--- config.mk ---
export PLATFORM = sky130hd
export DESIGN_NAME = npcs_dist
export DESIGN_NICKNAME = d
export VERILOG_FILES = /design/src/npcs_pkg.sv /design/src/npcs_dist.sv
export SDC_FILE = /design/constraint.sdc
export NUM_CORES = 1
export LEC_CHECK = 0
export BUFFER_PORTS_ARGS = -buffer_cell sky130_fd_sc_hd__buf_2
export CAP_MARGIN = 20
export CELL_PAD_IN_SITES_DETAIL_PLACEMENT = 0
export CELL_PAD_IN_SITES_GLOBAL_PLACEMENT = 1
export CORE_MARGIN = 2
export CORE_UTILIZATION = 52
export DETAILED_ROUTE_END_ITERATION = 10
export GPL_TIMING_DRIVEN = 0
export PLACE_DENSITY_LB_ADDON = 0.1
export SETUP_SLACK_MARGIN = 0.02
export SYNTH_ARGS = -nofsm -noshare
export SYNTH_HDL_FRONTEND = slang
export SYNTH_SLANG_ARGS = --single-unit
--- constraint.sdc ---
create_clock -name clk_i -period 6.3 [get_ports clk_i]
set_input_delay 0.63 -clock clk_i [delete_from_list [all_inputs] [get_ports clk_i]]
set_output_delay 0.63 -clock clk_i [all_outputs]
set_load 0.005 [all_outputs]
--- src/npcs_pkg.sv ---
`timescale 1ns / 1ps

package npcs_pkg;

  localparam int unsigned PalEntries = 256;
  localparam int unsigned IdxW       = (PalEntries > 1) ? $clog2(PalEntries) : 1;
  localparam int unsigned IdxInW     = 8;
  localparam int unsigned ChanW      = 8;
  localparam int unsigned SqW        = 2 * ChanW;
  localparam int unsigned DistW      = SqW + 2;
  localparam int unsigned ColourW    = 3 * ChanW;

  typedef enum logic [1:0] {
    ActWrite = 2'd0,
    ActMark  = 2'd1,
    ActClear = 2'd2,
    ActQuery = 2'd3
  } action_e;

  typedef enum logic [1:0] {
    StIdle,
    StScan,
    StWait,
    StDone
  } state_e;

  typedef struct packed {
    logic            vld;
    logic            used;
    logic            last;
    logic [IdxW-1:0] idx;
  } tag_t;

  typedef struct packed {
    logic [ChanW-1:0] red;
    logic [ChanW-1:0] green;
    logic [ChanW-1:0] blue;
  } colour_t;

endpackage

--- src/npcs_dist.sv ---
`timescale 1ns / 1ps

module npcs_dist (
  input  logic                        clk_i,
  input  logic                        rst_ni,
  input  npcs_pkg::tag_t              tag_i,
  input  npcs_pkg::colour_t           query_i,
  input  npcs_pkg::colour_t           entry_i,
  output npcs_pkg::tag_t              tag_o,
  output logic [npcs_pkg::DistW-1:0]  dist_o
);

  npcs_pkg::tag_t                    tag_a_q, tag_b_q;
  logic [npcs_pkg::SqW-1:0]          sq_r_q, sq_g_q, sq_b_q;
  logic [npcs_pkg::SqW-1:0]          sq_r_d, sq_g_d, sq_b_d;
  logic [npcs_pkg::ChanW-1:0]        dr, dg, db;
  logic [npcs_pkg::DistW-1:0]        sum_q, sum_d;

  always_comb begin
    dr = (query_i.red > entry_i.red) ? (query_i.red - entry_i.red)
                                     : (entry_i.red - query_i.red);
    dg = (query_i.green > entry_i.green) ? (query_i.green - entry_i.green)
                                         : (entry_i.green - query_i.green);
    db = (query_i.blue > entry_i.blue) ? (query_i.blue - entry_i.blue)
                                       : (entry_i.blue - query_i.blue);
    sq_r_d = npcs_pkg::SqW'(dr) * npcs_pkg::SqW'(dr);
    sq_g_d = npcs_pkg::SqW'(dg) * npcs_pkg::SqW'(dg);
    sq_b_d = npcs_pkg::SqW'(db) * npcs_pkg::SqW'(db);
    sum_d  = npcs_pkg::DistW'(sq_r_q) + npcs_pkg::DistW'(sq_g_q) + npcs_pkg::DistW'(sq_b_q);
  end

  always_ff @(posedge clk_i or negedge rst_ni) begin
    if (!rst_ni) begin
      tag_a_q <= '0;
      tag_b_q <= '0;
    end else begin
      tag_a_q <= tag_i;
      tag_b_q <= tag_a_q;
    end
  end

  always_ff @(posedge clk_i) begin
    sq_r_q <= sq_r_d;
    sq_g_q <= sq_g_d;
    sq_b_q <= sq_b_d;
    sum_q  <= sum_d;
  end

  assign tag_o  = tag_b_q;
  assign dist_o = sum_q;

endmodule

Word-level counts from Yosys, hierarchy flattened
Index checks and enable logic that the tools add are counted.

storage, ports and cells
  flip-flop bits (word level) = 88
  logic and storage cells = 29
  input port bits = 61
  output and inout bits = 29

operators by class
  multiplexer cells = 3
  $mul = 3
  $lt $le $gt $ge = 3
  add/sub/neg operators = 8

operator list
  kind                           count
  multiplier 8 x 8 -> 16 bit     3
  subtractor 8 bit               6
  greater-than comparator 8 bit  3
  2-to-1 mux 8 bit               3
  adder 17 x 16 -> 18 bit        1
  adder 16 x 16 -> 17 bit        1

Depth between registers and ports, before layout
  depth in word-level cells = 3
  gate-level depth with buffers = 27
  mapped depth without buffers = 26

Worst setup path after synthesis
OpenSTA, ideal clock, no wires.

  path type = input to register
  start point = input query_i[16] (netlist name)
  end point = register sq_r_q[12] (netlist name)
  setup slack = 0.016 ns
  path buffers = 1
  data arrival time = 6.150 ns
  stages = 26
  path through = inv_1 ha_1 inv_1 fa_1 a21o_1 a221oi_4 a21oi_4 mux2i_1 xnor2_1 buf_2 nor2_1 inv_1 fa_1 inv_1 fa_1 inv_1 fa_1 fa_1 inv_1 ha_1 inv_1 nor2_1 o31a_1 o22ai_1 and4b_1 or4b_1

on the way
  word-level cells in the longest chain between the ends = 3
  elaborated cells between the ends (all ways) = 5

ends and longest elaborated chain
  element                                   line             RTL
  start, declared                           npcs_dist.sv:7   input npcs_pkg::colour_t query_i,
  subtractor 8 bit (tied with other cells)  npcs_dist.sv:21  : (entry_i.red - query_i.red);
  2-to-1 mux 8 bit *                        npcs_dist.sv:20  dr = (query_i.red > entry_i.red) ? (query_i.red - entry_i.red)
  multiplier 8 x 8 -> 16 bit *              npcs_dist.sv:26  sq_r_d = npcs_pkg::SqW'(dr) * npcs_pkg::SqW'(dr);
  named net sq_r_d (one bit)                npcs_dist.sv:15  logic [npcs_pkg::SqW-1:0] sq_r_d, sq_g_d, sq_b_d;
  end signal, assigned                      npcs_dist.sv:43  sq_r_q <= sq_r_d;
  end, declared                             npcs_dist.sv:14  logic [npcs_pkg::SqW-1:0] sq_r_q, sq_g_q, sq_b_q;

The timed path passes the listed nets; every way through them passes the cells marked *.

Worst setup path in the final report
Same ends and word-level chain as after synthesis.

==> flow_summary.toml <==
[route]
route.detailed.drc = 0
wl_mm = 18.07
wl_met2_mm = 8.442
wirelength_met1_mm = 8.966
vias = 7075
routedWlPerCell_um = 12.88
dr.first_iter.drc_count = 252
dr.pass1.iters = 4
route.met3.wl_um = 615
via_per_inst = 5.043
highest_layer = "met4"
postRouteAntennaNets = 0

[clocking]
cts.path.max_buffers = 2
htreeDepth = 3
cts_sinks = 85
hold_buffers = 0
clock_latency_ps = 340
cts_buffers = 9
root_buffer = "clkbuf_16"
clkTransAtPathRegs_ps = 60
cts_tree = "done"

[timing]
finalClockSkew_ps = 3.829
fin_crit_ps = 6244
worstMarginPinSlew_ps = 611.7
fmax_mhz = 160.1
relSlewSlack_pct = 58.79
hold_viol = 0
setup_viol = 0
drv_slew = 0
fin_crit_sh_pct = 99.12
rsz0062_at_grt = "true"

[critical_path]
path_max_fanout = 8
setup.worst_path.start_class = "primary input"
rr_worst_depth = 9
r2r-end = "dist_o[16]"
regToRegStartpoint = "sq_r_q[3]"
end_kind = "flip-flop"
cp_slowest_stage_delay_ps = 560
reg2reg_setup_slack_ps = 3490
crit_arrival_ps = 6450
crit_path_top_delay_cell = "fa_1"
cp_data_required_time_ps = 6510
criticalPathCategory = "primary input to flip-flop"

[cells_and_area]
synthToLayoutAreaGrowth_pct = 16.77
n_fill_cell = 1675
antennaDiodeCount = 0
final_util_pct = 61.38
layout_common_cells = "194 x inv_1, 142 x ha_1, 95 x fa_1"
nets = 1471
layout_commonest_cell = "inv_1"
drive_above_1_share_pct = 20.87

[global_route]
antenna_found_initial = 0
grt_pass1_wl_mm = 30.51
track_usage_pct = 18.50
grt_remaining_overflow = 0
grt_max_degree = 23
grt_pass1_vias = 6625

[synthesis]
yosysUniqueCellTypes = 67
syn_area_per_cell_um2 = 9.482
yosys_warnings = 0
netlist_area_um2 = 9767
synth_top_area_cell = "fa_1"
synth.area.top_cells = "fa_1 20%, ha_1 19%, dfxtp_1 13%"
synth.yosys.seq_area_share_pct = 18.55
ys.flop_type = "dfxtp_1"
synth_top_area_share_pct = 19.88
synth_cells = 1030
synth_enable_flop_cells = 0
ys_seq_elements = 85
async_flop_share_pct = 25.88

[floorplan]
ios = 90
fp-row-count = 50
start_util_pct = 52.57
die_area_um2 = 19900
core_area_um2 = 18580
die_h_um = 141.1
die_w_um = 141.1

[placement]
port_buffers = 89
hpwl_mm = 14.67
gp_congestion = 0.7787

[status]
status = "finished clean"

[worst_hold_path]
hp-class = "primary input to asynchronous set/reset pin"

[flow_run]
cap_violations = 0
-- worst max path at each step --
stage / from / endpoint / cells after the start
after global routing: query_i[16] / sq_r_q[12] / 25
after CTS: query_i[8] / sq_g_q[13] / 24
after global placement: query_i[8] / sq_g_q[13] / 26
after floorplan: query_i[16] / sq_r_q[12] / 24
after detailed placement: query_i[8] / sq_g_q[13] / 25
final: query_i[16] / sq_r_q[12] / 25
-- layout make-up --
cell class / count / area, um2 / share of cell area, %
multi-input combinational: 725 / 7381 / 64.72
sequential: 85 / 1812 / 15.89
inverter: 203 / 767.0 / 6.725
timing repair buffer: 120 / 710.7 / 6.231
tap: 234 / 292.8 / 2.567
clock buffer: 10 / 229.0 / 2.008
buffer: 20 / 140.1 / 1.229
clock inverter: 6 / 72.57 / 0.6363
-- per-layer routing --
| layer | global-route usage, % | up-vias |
|---|---|---|
| met5 | 0 | - |
| met4 | 2.053 | 0 |
| met3 | 3.295 | 7 |
| met2 | 29.47 | 100 |
| met1 | 27.36 | 3367 |
| li1 | - | 3601 |
-- repair_timing --
item                                    4_1_cts  5_1_grt
endpoints found under the setup margin       13       13
gates resized for setup                      17       55
setup buffers                                12       19
gates cloned                                  0        1
pin swaps                                     9       34
-- state kept, by name (all words and copies together) (netlist names) --
register and cells:
sq_b_q 15, sq_r_q 15, tag_o 11, sq_g_q 15, dist_o 18, tag_a_q 11
-- synthesized netlist by cell type, types with 4 or more instances --
cell type  count
inv_1        201
ha_1         149
fa_1          97
nor2_1        93
dfxtp_1       63
a21oi_1       60
xnor2_1       48
a21o_1        32
nand2_1       26
dfrtp_1       22
o21ai_0       21
xor2_1        17
mux2i_1       15
or2_2         13
nand2b_1      10
nor3_1        10
nand4_1        9
a31oi_1        8
nand3b_1       7
clkbuf_1       6
nor2_2         6
o21a_1         6
o21bai_1       6
or2_1          6
buf_2          5
buf_4          5
a211oi_1       4
and4_1         4
buf_6          4
nor2b_1        4
o22ai_1        4
xor2_2         4
-- cell families after synthesis --
family	share of synthesized area, %
compound gates	12.43
xor+xnor	8.122
fa+ha+maj	38.97
buf+inv	9.134
flops	18.55
mux	2.370
other cells	0.03840
simple gates	10.39
-- metrics by stage --
stage	worst slack (ps)	cell area [um2]	setup TNS, ps	instances	hold slack (ps)
2_1_floorplan	44.98	9777	0	1032	331.2
3_3_place_gp	-849.2	10520	-8048	1355	331.7
3_5_place_dp	-920.1	10520	-8469	1355	334.7
4_1_cts	-69.32	10990	-136.3	1383	235.4
5_1_grt	-131.6	11400	-293.8	1403	259.3
6_report	55.74	11400	0	1403	234.2
-- worst max-delay path: cells and delay by family --
family / cells / cell delay (ps)
xor+xnor: 1 / 310
fa+ha+maj: 7 / 2900
compound gates: 5 / 1050
mux: 1 / 260
buf+inv: 7 / 360
simple gates: 4 / 940
Power is left out: the tool's default activity adds up to more than one toggle a clock period on the data nets, which glitch-free logic cannot reach.
